## config.mk

```make
export PLATFORM = sky130hd
export DESIGN_NAME = relative_rotation_matrix_flat
export DESIGN_NICKNAME = d
export VERILOG_FILES = /design/src/design/rrm_pkg.sv /design/src/design/rrm_if.sv /design/src/design/relative_rotation_matrix.sv /design/src/flat_wrapper.sv
export SDC_FILE = /design/constraint.sdc
export NUM_CORES = 2
export LEC_CHECK = 0
export ABC_AREA = 1
export BUFFER_PORTS_ARGS = -buffer_cell sky130_fd_sc_hd__buf_2
export CORE_MARGIN = 3
export CORE_UTILIZATION = 59
export DETAILED_ROUTE_END_ITERATION = 7
export GPL_ROUTABILITY_DRIVEN = 0
export GPL_TIMING_DRIVEN = 0
export PLACE_DENSITY_LB_ADDON = 0.05
export SLEW_MARGIN = 20
export SYNTH_ARGS = -nofsm -noshare
export SYNTH_HDL_FRONTEND = slang
export SYNTH_SLANG_ARGS = --single-unit
```

## constraint.sdc

```tcl
create_clock -name clk -period 13.49 [get_ports clk]
set_clock_uncertainty 0.1 [all_clocks]
set_input_delay 0.6745 -clock clk [delete_from_list [all_inputs] [get_ports clk]]
set_output_delay 0.6745 -clock clk [all_outputs]
set_load 0.01 [all_outputs]
```

## src/design/rrm_pkg.sv

```systemverilog
// Shared constants, types and helper functions for the relative rotation block.
// No dependencies; rrm_if.sv and relative_rotation_matrix.sv refer to this package by scoped names.
package rrm_pkg;

  localparam int EW     = 16;              // matrix element width
  localparam int FRAC   = EW - 2;          // fraction bits (Q2.14 at 16 bits)
  localparam int ADJ_W  = 2 * EW + 1;      // cofactor width
  localparam int PROD_W = EW + ADJ_W;      // shared multiplier output width
  localparam int ACC_W  = PROD_W + 1;      // accumulator width
  localparam int DIV_W  = 4 * EW;          // divider remainder width
  localparam int CNT_W  = $clog2(EW);      // quotient bit counter width

  localparam logic CMD_RENDER  = 1'b0;
  localparam logic CMD_CAPTURE = 1'b1;

  localparam logic [1:0] SRC_LAT = 2'd0;
  localparam logic [1:0] SRC_ADJ = 2'd1;
  localparam logic [1:0] SRC_REF = 2'd2;

  localparam logic [4:0] T_DET_FIRST = 5'd18;
  localparam logic [4:0] T_DET_LAST  = 5'd20;

  localparam logic signed [EW-1:0] ONE      = EW'(1) << FRAC;
  localparam logic signed [EW-1:0] ELEM_MAX = {1'b0, {(EW-1){1'b1}}};
  localparam logic signed [EW-1:0] ELEM_MIN = {1'b1, {(EW-1){1'b0}}};

  typedef logic signed [EW-1:0] elem_t;

  typedef struct packed {
    logic [3:0] a_idx;
    logic [1:0] b_src;
    logic [3:0] b_idx;
    logic       first;
    logic       sub;
    logic       last;
  } term_t;

  function automatic elem_t identity_elem(input int idx);
    return (idx % 4 == 0) ? ONE : '0;
  endfunction

  // Capture sequence: nine cofactors (two terms each), then the determinant.
  function automatic term_t cap_term(input logic [4:0] t);
    term_t r;
    logic [3:0] a;
    logic [3:0] b;
    a = 4'd0;
    b = 4'd0;
    unique case (t)
      5'd0:  begin a = 4'd4; b = 4'd8; end
      5'd1:  begin a = 4'd5; b = 4'd7; end
      5'd2:  begin a = 4'd2; b = 4'd7; end
      5'd3:  begin a = 4'd1; b = 4'd8; end
      5'd4:  begin a = 4'd1; b = 4'd5; end
      5'd5:  begin a = 4'd2; b = 4'd4; end
      5'd6:  begin a = 4'd5; b = 4'd6; end
      5'd7:  begin a = 4'd3; b = 4'd8; end
      5'd8:  begin a = 4'd0; b = 4'd8; end
      5'd9:  begin a = 4'd2; b = 4'd6; end
      5'd10: begin a = 4'd2; b = 4'd3; end
      5'd11: begin a = 4'd0; b = 4'd5; end
      5'd12: begin a = 4'd3; b = 4'd7; end
      5'd13: begin a = 4'd4; b = 4'd6; end
      5'd14: begin a = 4'd1; b = 4'd6; end
      5'd15: begin a = 4'd0; b = 4'd7; end
      5'd16: begin a = 4'd0; b = 4'd4; end
      5'd17: begin a = 4'd1; b = 4'd3; end
      5'd18: begin a = 4'd0; b = 4'd0; end
      5'd19: begin a = 4'd1; b = 4'd3; end
      5'd20: begin a = 4'd2; b = 4'd6; end
      default: begin a = 4'd0; b = 4'd0; end
    endcase
    r.a_idx = a;
    r.b_idx = b;
    if (t < T_DET_FIRST) begin
      r.b_src = SRC_LAT;
      r.first = ~t[0];
      r.sub   = t[0];
      r.last  = t[0];
    end else begin
      r.b_src = SRC_ADJ;
      r.first = (t == T_DET_FIRST);
      r.sub   = 1'b0;
      r.last  = (t == T_DET_LAST);
    end
    return r;
  endfunction

  // Add half an LSB, floor, saturate.
  function automatic elem_t round_sat(input logic signed [ACC_W-1:0] v);
    logic signed [ACC_W-1:0] s;
    logic signed [ACC_W-1:0] sh;
    s  = v + (ACC_W'(1) << (FRAC - 1));
    sh = s >>> FRAC;
    if (sh > ACC_W'(ELEM_MAX)) return ELEM_MAX;
    if (sh < ACC_W'(ELEM_MIN)) return ELEM_MIN;
    return sh[EW-1:0];
  endfunction

endpackage

```

## src/design/rrm_if.sv

```systemverilog
// Valid/ready channel interfaces for the matrix input and the product output.
// Depends on rrm_pkg for the element type.
interface rrm_in_if;
  logic            valid;
  logic            ready;
  logic            command;
  rrm_pkg::elem_t  m11, m12, m13, m21, m22, m23, m31, m32, m33;
  modport source(output valid, command, m11, m12, m13, m21, m22, m23, m31, m32, m33,
                 input ready);
  modport sink(input valid, command, m11, m12, m13, m21, m22, m23, m31, m32, m33,
               output ready);
endinterface

interface rrm_out_if;
  logic            valid;
  logic            ready;
  rrm_pkg::elem_t  c11, c12, c13, c21, c22, c23, c31, c32, c33;
  logic            reference_invalid;
  modport source(output valid, c11, c12, c13, c21, c22, c23, c31, c32, c33,
                 reference_invalid, input ready);
  modport sink(input valid, c11, c12, c13, c21, c22, c23, c31, c32, c33,
               reference_invalid, output ready);
endinterface

```

## src/design/relative_rotation_matrix.sv

```systemverilog
// Relative rotation: product of the latest matrix with a captured reference inverse.
// Depends on rrm_pkg and the channel interfaces in rrm_if.sv.
//
//  channel  dir  payload                          transfer when
//  in_ch    in   command, m11..m33                valid & ready
//  out_ch   out  c11..c33, reference_invalid      valid & ready
//
// One shared multiplier (element x element or cofactor) feeds an accumulator,
// alternating multiply and add cycles. A render computes 27 terms, then loads
// and hands off the result; a capture computes 21 cofactor and determinant terms,
// then nine divisions on a one-bit-per-cycle divider (none if singular).
// rst clears the state to identity; in_ch.ready is high only while idle; a stalled
// output holds, and the block can take the next item while it waits.
module relative_rotation_matrix (
  input logic        clk,
  input logic        rst,
  rrm_in_if.sink     in_ch,
  rrm_out_if.source  out_ch
);

  localparam logic [2:0] S_IDLE     = 3'd0;
  localparam logic [2:0] S_MUL      = 3'd1;
  localparam logic [2:0] S_ADD      = 3'd2;
  localparam logic [2:0] S_DIV_INIT = 3'd3;
  localparam logic [2:0] S_DIV      = 3'd4;
  localparam logic [2:0] S_DONE     = 3'd5;

  localparam int EW    = rrm_pkg::EW;
  localparam int ADJ_W = rrm_pkg::ADJ_W;
  localparam int ACC_W = rrm_pkg::ACC_W;
  localparam int DIV_W = rrm_pkg::DIV_W;

  logic [2:0]              state;
  logic                    mode_cap;
  rrm_pkg::elem_t          latest [9];
  rrm_pkg::elem_t          refm   [9];
  rrm_pkg::elem_t          res    [9];
  rrm_pkg::elem_t          oc     [9];
  logic signed [ADJ_W-1:0] adj    [9];
  logic signed [rrm_pkg::PROD_W-1:0] prod;
  logic signed [ACC_W-1:0] acc;
  logic [1:0]              i, j, k;
  logic [4:0]              t;
  logic [3:0]              n;
  logic [DIV_W-1:0]        det_abs;
  logic                    det_neg;
  logic [DIV_W-1:0]        rem, dsh;
  logic [EW-1:0]           q;
  logic [rrm_pkg::CNT_W-1:0] cnt;
  logic                    div_neg;
  logic                    flag;
  logic                    out_valid;
  logic                    out_inv;

  rrm_pkg::term_t          term;
  rrm_pkg::elem_t          a_op;
  logic signed [ADJ_W-1:0] b_op;
  logic signed [ACC_W-1:0] acc_next;
  logic [3:0]              res_idx;
  logic [ADJ_W-1:0]        adj_mag;
  logic                    ge;
  logic [EW-1:0]           q_next;
  rrm_pkg::elem_t          quot;
  logic                    in_fire, out_free;

  assign in_fire  = in_ch.valid && in_ch.ready;
  assign out_free = !out_valid || out_ch.ready;
  assign in_ch.ready = (state == S_IDLE);

  always_comb begin
    if (mode_cap) begin
      term = rrm_pkg::cap_term(t);
    end else begin
      term.a_idx = {2'b00, i} * 4'd3 + {2'b00, k};
      term.b_src = rrm_pkg::SRC_REF;
      term.b_idx = {2'b00, k} * 4'd3 + {2'b00, j};
      term.first = (k == 2'd0);
      term.sub   = 1'b0;
      term.last  = (k == 2'd2);
    end
  end

  always_comb begin
    a_op = latest[term.a_idx];
    unique case (term.b_src)
      rrm_pkg::SRC_LAT: b_op = ADJ_W'(latest[term.b_idx]);
      rrm_pkg::SRC_ADJ: b_op = adj[term.b_idx];
      rrm_pkg::SRC_REF: b_op = ADJ_W'(refm[term.b_idx]);
      default:          b_op = '0;
    endcase
  end

  assign acc_next = term.sub ? ((term.first ? ACC_W'(0) : acc) - ACC_W'(prod))
                             : ((term.first ? ACC_W'(0) : acc) + ACC_W'(prod));
  assign res_idx  = {2'b00, i} * 4'd3 + {2'b00, j};

  assign adj_mag = adj[n][ADJ_W-1] ? (~adj[n] + ADJ_W'(1)) : adj[n];
  assign ge      = (rem >= dsh);
  assign q_next  = {q[EW-2:0], ge};
  always_comb begin
    if (q_next[EW-1]) begin
      quot = div_neg ? rrm_pkg::ELEM_MIN : rrm_pkg::ELEM_MAX;
    end else begin
      quot = div_neg ? -q_next : q_next;
    end
  end

  always_ff @(posedge clk) begin
    if (rst) begin
      state     <= S_IDLE;
      mode_cap  <= 1'b0;
      flag      <= 1'b0;
      out_valid <= 1'b0;
      for (int e = 0; e < 9; e++) begin
        latest[e] <= rrm_pkg::identity_elem(e);
        refm[e]   <= rrm_pkg::identity_elem(e);
      end
    end else begin
      if (state == S_DONE && out_free) begin
        out_valid <= 1'b1;
      end else if (out_ch.ready) begin
        out_valid <= 1'b0;
      end
      unique case (state)
        S_IDLE: begin
          if (in_fire) begin
            mode_cap <= (in_ch.command == rrm_pkg::CMD_CAPTURE);
            i <= 2'd0;
            j <= 2'd0;
            k <= 2'd0;
            t <= 5'd0;
            state <= S_MUL;
            if (in_ch.command == rrm_pkg::CMD_RENDER) begin
              latest[0] <= in_ch.m11; latest[1] <= in_ch.m12; latest[2] <= in_ch.m13;
              latest[3] <= in_ch.m21; latest[4] <= in_ch.m22; latest[5] <= in_ch.m23;
              latest[6] <= in_ch.m31; latest[7] <= in_ch.m32; latest[8] <= in_ch.m33;
            end
          end
        end
        S_MUL: begin
          prod  <= rrm_pkg::PROD_W'(a_op) * rrm_pkg::PROD_W'(b_op);
          state <= S_ADD;
        end
        S_ADD: begin
          acc <= acc_next;
          if (mode_cap) begin
            t <= t + 5'd1;
            if (term.last && t < rrm_pkg::T_DET_FIRST) begin
              adj[t[4:1]] <= acc_next[ADJ_W-1:0];
            end
            if (t == rrm_pkg::T_DET_LAST) begin
              if (acc_next == '0) begin
                flag  <= 1'b1;
                state <= S_IDLE;
              end else begin
                det_neg <= acc_next[ACC_W-1];
                det_abs <= DIV_W'(acc_next[ACC_W-1] ? -acc_next : acc_next);
                n       <= 4'd0;
                state   <= S_DIV_INIT;
              end
            end else begin
              state <= S_MUL;
            end
          end else begin
            if (term.last) begin
              res[res_idx] <= rrm_pkg::round_sat(acc_next);
              k <= 2'd0;
              if (j == 2'd2) begin
                j     <= 2'd0;
                i     <= i + 2'd1;
                state <= (i == 2'd2) ? S_DONE : S_MUL;
              end else begin
                j     <= j + 2'd1;
                state <= S_MUL;
              end
            end else begin
              k     <= k + 2'd1;
              state <= S_MUL;
            end
          end
        end
        S_DIV_INIT: begin
          rem     <= (DIV_W'(adj_mag) << (2 * rrm_pkg::FRAC)) + (det_abs >> 1);
          dsh     <= det_abs << (EW - 1);
          q       <= '0;
          cnt     <= rrm_pkg::CNT_W'(EW - 1);
          div_neg <= adj[n][ADJ_W-1] ^ det_neg;
          state   <= S_DIV;
        end
        S_DIV: begin
          // restoring division, one quotient bit per cycle; top bit means saturate
          if (ge) begin
            rem <= rem - dsh;
          end
          q   <= q_next;
          dsh <= dsh >> 1;
          cnt <= cnt - 1'b1;
          if (cnt == '0) begin
            refm[n] <= quot;
            n       <= n + 4'd1;
            state   <= (n == 4'd8) ? S_IDLE : S_DIV_INIT;
          end
        end
        S_DONE: begin
          if (out_free) begin
            for (int e = 0; e < 9; e++) begin
              oc[e] <= res[e];
            end
            out_inv <= flag;
            state   <= S_IDLE;
          end
        end
        default: state <= S_IDLE;
      endcase
    end
  end

  assign out_ch.valid = out_valid;
  assign out_ch.c11 = oc[0];
  assign out_ch.c12 = oc[1];
  assign out_ch.c13 = oc[2];
  assign out_ch.c21 = oc[3];
  assign out_ch.c22 = oc[4];
  assign out_ch.c23 = oc[5];
  assign out_ch.c31 = oc[6];
  assign out_ch.c32 = oc[7];
  assign out_ch.c33 = oc[8];
  assign out_ch.reference_invalid = out_inv;

endmodule

```

## src/flat_wrapper.sv

```systemverilog
// flat-port wrapper written by rule: the top's interface ports become plain ports
module relative_rotation_matrix_flat 
  (clk, rst, in_ch_valid, in_ch_command, in_ch_m11, in_ch_m12, in_ch_m13, in_ch_m21, in_ch_m22, in_ch_m23, in_ch_m31, in_ch_m32, in_ch_m33, in_ch_ready, out_ch_valid, out_ch_c11, out_ch_c12, out_ch_c13, out_ch_c21, out_ch_c22, out_ch_c23, out_ch_c31, out_ch_c32, out_ch_c33, out_ch_reference_invalid, out_ch_ready);
  rrm_in_if in_ch_i ();
  rrm_out_if out_ch_i ();
  input logic clk;
  input logic rst;
  input wire logic [$bits(in_ch_i.valid)-1:0] in_ch_valid;
  input wire logic [$bits(in_ch_i.command)-1:0] in_ch_command;
  input wire logic [$bits(in_ch_i.m11)-1:0] in_ch_m11;
  input wire logic [$bits(in_ch_i.m12)-1:0] in_ch_m12;
  input wire logic [$bits(in_ch_i.m13)-1:0] in_ch_m13;
  input wire logic [$bits(in_ch_i.m21)-1:0] in_ch_m21;
  input wire logic [$bits(in_ch_i.m22)-1:0] in_ch_m22;
  input wire logic [$bits(in_ch_i.m23)-1:0] in_ch_m23;
  input wire logic [$bits(in_ch_i.m31)-1:0] in_ch_m31;
  input wire logic [$bits(in_ch_i.m32)-1:0] in_ch_m32;
  input wire logic [$bits(in_ch_i.m33)-1:0] in_ch_m33;
  output wire logic [$bits(in_ch_i.ready)-1:0] in_ch_ready;
  output wire logic [$bits(out_ch_i.valid)-1:0] out_ch_valid;
  output wire logic [$bits(out_ch_i.c11)-1:0] out_ch_c11;
  output wire logic [$bits(out_ch_i.c12)-1:0] out_ch_c12;
  output wire logic [$bits(out_ch_i.c13)-1:0] out_ch_c13;
  output wire logic [$bits(out_ch_i.c21)-1:0] out_ch_c21;
  output wire logic [$bits(out_ch_i.c22)-1:0] out_ch_c22;
  output wire logic [$bits(out_ch_i.c23)-1:0] out_ch_c23;
  output wire logic [$bits(out_ch_i.c31)-1:0] out_ch_c31;
  output wire logic [$bits(out_ch_i.c32)-1:0] out_ch_c32;
  output wire logic [$bits(out_ch_i.c33)-1:0] out_ch_c33;
  output wire logic [$bits(out_ch_i.reference_invalid)-1:0] out_ch_reference_invalid;
  input wire logic [$bits(out_ch_i.ready)-1:0] out_ch_ready;
  assign in_ch_i.valid = in_ch_valid;
  assign in_ch_i.command = in_ch_command;
  assign in_ch_i.m11 = in_ch_m11;
  assign in_ch_i.m12 = in_ch_m12;
  assign in_ch_i.m13 = in_ch_m13;
  assign in_ch_i.m21 = in_ch_m21;
  assign in_ch_i.m22 = in_ch_m22;
  assign in_ch_i.m23 = in_ch_m23;
  assign in_ch_i.m31 = in_ch_m31;
  assign in_ch_i.m32 = in_ch_m32;
  assign in_ch_i.m33 = in_ch_m33;
  assign in_ch_ready = in_ch_i.ready;
  assign out_ch_valid = out_ch_i.valid;
  assign out_ch_c11 = out_ch_i.c11;
  assign out_ch_c12 = out_ch_i.c12;
  assign out_ch_c13 = out_ch_i.c13;
  assign out_ch_c21 = out_ch_i.c21;
  assign out_ch_c22 = out_ch_i.c22;
  assign out_ch_c23 = out_ch_i.c23;
  assign out_ch_c31 = out_ch_i.c31;
  assign out_ch_c32 = out_ch_i.c32;
  assign out_ch_c33 = out_ch_i.c33;
  assign out_ch_reference_invalid = out_ch_i.reference_invalid;
  assign out_ch_i.ready = out_ch_ready;
  relative_rotation_matrix u_core (.clk(clk), .rst(rst), .in_ch(in_ch_i), .out_ch(out_ch_i));
endmodule
```

==> out/qor.txt <==
===================================================================================
Max incr delay on CP .................................................      0.90 ns
Total routing resource utilization after global routing ..............        39.5%
Clock-pin slew on the worst setup and hold paths .....................      0.06 ns
Area of all placed cells without fillers .............................   0.0991 mm2
Count of endpoints failing hold in the final timing report ...........            0
Die boundary width ...................................................       395 um
Synth Register Bits ..................................................         1330
Netlist cell types ...................................................           61
Max capacitance violation total ......................................            0
Htree depth ..........................................................            4
First-pass GRT wire length ...........................................    458000 um
Slowest library cell on the worst path ...............................     o211ai_1
Routed wirelength normalized by instance count .......................      24.6 um
Vias in the first global route .......................................        73800
Gate Count Post-Synth ................................................        10100
Cell occurring most often along the worst timing path ................        inv_1
Cell at the root of the clock tree ...................................    clkbuf_16
Transition time of the tightest slew-check pin .......................      1.34 ns
Post-Place Cells .....................................................        12500
Routed via count .....................................................        77200
Startpoint of the worst hold path .................................... in_ch_m33[14]
Vias/cell ............................................................         6.07
Worst setup timing slack at the placement stage ......................      1.12 ns
Post-route worst setup slack .........................................     0.697 ns
Placeable core region ................................................    0.150 mm2
Number of buffers added on ports .....................................          294
Failing checks .......................................................          DRC
Antenna-violating nets left ..........................................            0
Required time of the critical path ...................................     13.86 ns
Count of placed standard cells in the final layout, fillers left out .        12700
Post-Syn Area per Cell ...............................................     8.87 um2
Hold-critical path depth .............................................            2
Crit path from .......................................................  u_core.k[1]
Main synth FF type ...................................................     edfxtp_1
Post-synth top area share ............................................        44.2%
Share of synthesized registers carrying an async set or reset ........           0%
Post-layout nets .....................................................        11500
Number of top-level design ports .....................................          296
Most frequent cell after synthesis ...................................      nand2_1
Fraction of final layout cells sized beyond drive strength 1 .........        7.52%
Estimated wirelength of the detail-placed design .....................    239000 um
Reg2reg start ........................................................  u_core.k[1]
Total CTS buffers ....................................................          139
DRC violation total after the first TritonRoute iteration ............        11500
Status ............................................................... finished, violations left
Number of antenna violations at the first check in global routing ....            7
Number of enable-type register cells in the synthesized netlist ......         1313
Type of destination of the critical path .............................    flip-flop
Setup-failing EPs final ..............................................            0
Post-CTS setup buffer count ..........................................            0
Finished Core Util ...................................................        66.1%
Clock sink count .....................................................         1330
TritonCTS clock tree .................................................          yes
Area leader, netlist .................................................     edfxtp_1
Reg2reg setup slack ..................................................      0.70 ns
Type of the worst min-delay path .....................................    in -> reg
Top post-synthesis cells by area ..................................... edfxtp_1 44%, fa_1 11%, nand2_1 8.6%
Terminating pin of the worst hold path ............................... u_core.latest[8][14]
Post-cts gate resize count ...........................................            0
Type of element launching the critical path ..........................    flip-flop
CTS hold repair buffers ..............................................            0
Maximum achievable frequency .........................................     78.2 MHz
YS warnings ..........................................................            0
Number of rows in the core area ......................................          142
Maximum number of pins on one net before global-route repair .........           60
CP arrival ...........................................................     13.16 ns
Clock latency of the later-clocked register in the worst-skew pair ...      0.81 ns
Starting Density .....................................................        59.5%
Worst reg-to-reg path cell count .....................................           36
DRT Pass-1 Iters .....................................................            8
Total detailed-routing wirelength ....................................    312000 um
Setup CP Type ........................................................   reg -> reg
Area growth from synthesis to final layout ...........................        11.1%
Clock tree buffer depth ..............................................            3
Number of filler cells placed in the layout ..........................        12200
Endpoint of the worst register-to-register path ...................... u_core.prod[41]
Unrepaired setup endpoints after global routing ......................        false
Total Die Area .......................................................    0.156 mm2
Final Cycle Share ....................................................        94.8%
Normalized max-slew margin ...........................................        10.2%
Max Fanout on Critical Path ..........................................           10
DRC Markers ..........................................................            3
Netlist area before placement ........................................   0.0892 mm2
Overflow left after global routing ...................................            0
Vert. Die Dim ........................................................       395 um
Clock period minus worst slack .......................................     12.79 ns
Share of synthesized area occupied by flip-flops and latches .........        44.6%
Post-synth top cells ................................................. 2037 x nand2_1, 1803 x inv_1, 1313 x edfxtp_1
Post-placement cell area .............................................   0.0945 mm2
Pins over their slew limit ...........................................            0
===================================================================================
[cells in the final DEF, fill, tap and decap left out, types with 295 or more instances in the layout]
cell type	instances
nand2_1	2035
ha_1	295
inv_1	1803
nor2_1	1037
edfxtp_1	1313
o21ai_0	513
a21oi_1	620
fa_1	507
buf_2	362
nand3_1	539
[worst max-delay path, delay by kind of cell (launching register included)]
family | cells | cell delay [ns]
and+or+nand+nor | 2 | 0.83
adders and majority gates | 10 | 4.47
buffers and inverters | 14 | 3.04
AOI/OAI and AO/OA | 9 | 3.38
DFF | 1 | 0.47
xor gates and xnor gates | 1 | 0.14
[final cells by class]
| class | count | area [um2] | area share, % |
|---|---|---|---|
| Antenna cell | 8 | 20.0 | 0.0202 |
| Buffer | 369 | 1490 | 1.50 |
| Clock buffer | 164 | 3610 | 3.65 |
| Clock inverter | 82 | 927 | 0.935 |
| Inverter | 1840 | 6910 | 6.97 |
| Multi-Input combinational cell | 6533 | 41400 | 41.8 |
| Sequential cell | 1330 | 39800 | 40.1 |
| Tap cell | 2016 | 2520 | 2.54 |
| Timing Repair Buffer | 375 | 2440 | 2.47 |
[flip-flops by register name, summed over array words and instances (netlist names), 4 cells and up, named ones only]
register        cells
u_core.oc         144
u_core.n            4
u_core.acc         50
u_core.adj        297
u_core.latest     144
u_core.det_abs     64
u_core.t            5
u_core.prod        49
u_core.refm       256
u_core.q           15
u_core.res        144
u_core.cnt          4
u_core.rem         64
u_core.dsh         64
[through the flow]
step	hold slack, ns	setup TNS [ns]
after global placement	0.302	-350.75
after detailed placement	0.305	0
after floorplan	0.300	0
after global routing	0.0259	0
final	0.0346	0
after CTS	0.00171	0
[layer usage]
| metal | GRT usage (%) | up-vias | part of all wire, % |
|---|---|---|---|
| met4 | 21.6 | 2 | 6.9 |
| met2 | 58.3 | 6010 | 42 |
| met3 | 13.9 | 1266 | 15 |
| li1 | - | 33800 | - |
| met1 | 51.1 | 36100 | 36 |
| met5 | 0 | - | 0.0029 |
[worst max-delay path by stage]
stage | end | slack, ns | cells past startpoint
6_report | u_core.prod[41] | 0.70 | 36
5_1_grt | u_core.prod[41] | 0.63 | 36
4_1_cts | u_core.prod[41] | 1.0 | 37
3_5_place_dp | u_core.prod[41] | 1.12 | 37
3_3_place_gp | u_core.oc[0][124] | -2.45 | 3
2_1_floorplan | u_core.oc[0][0] | 1.75 | 3
[cell families (layout without fill, tap and decap cells)]
group / count (synthesis) / in the layout / share of synthesized area, %
other: 1 / 22 / 0.00420
adder cells (fa/ha/maj): 802 / 802 / 15.5
AO/OA/AOI/OAI: 1552 / 1552 / 9.92
multiplexers: 16 / 16 / 0.180
flip-flops: 1330 / 1330 / 44.6
AND/OR/NAND/NOR: 3901 / 3901 / 17.9
XOR/XNOR: 248 / 248 / 2.45
buffers and inverters: 2209 / 2830 / 9.40
Power is not shown: default switching activity piles up to over one toggle a cycle in this logic, so the estimate is an artifact.
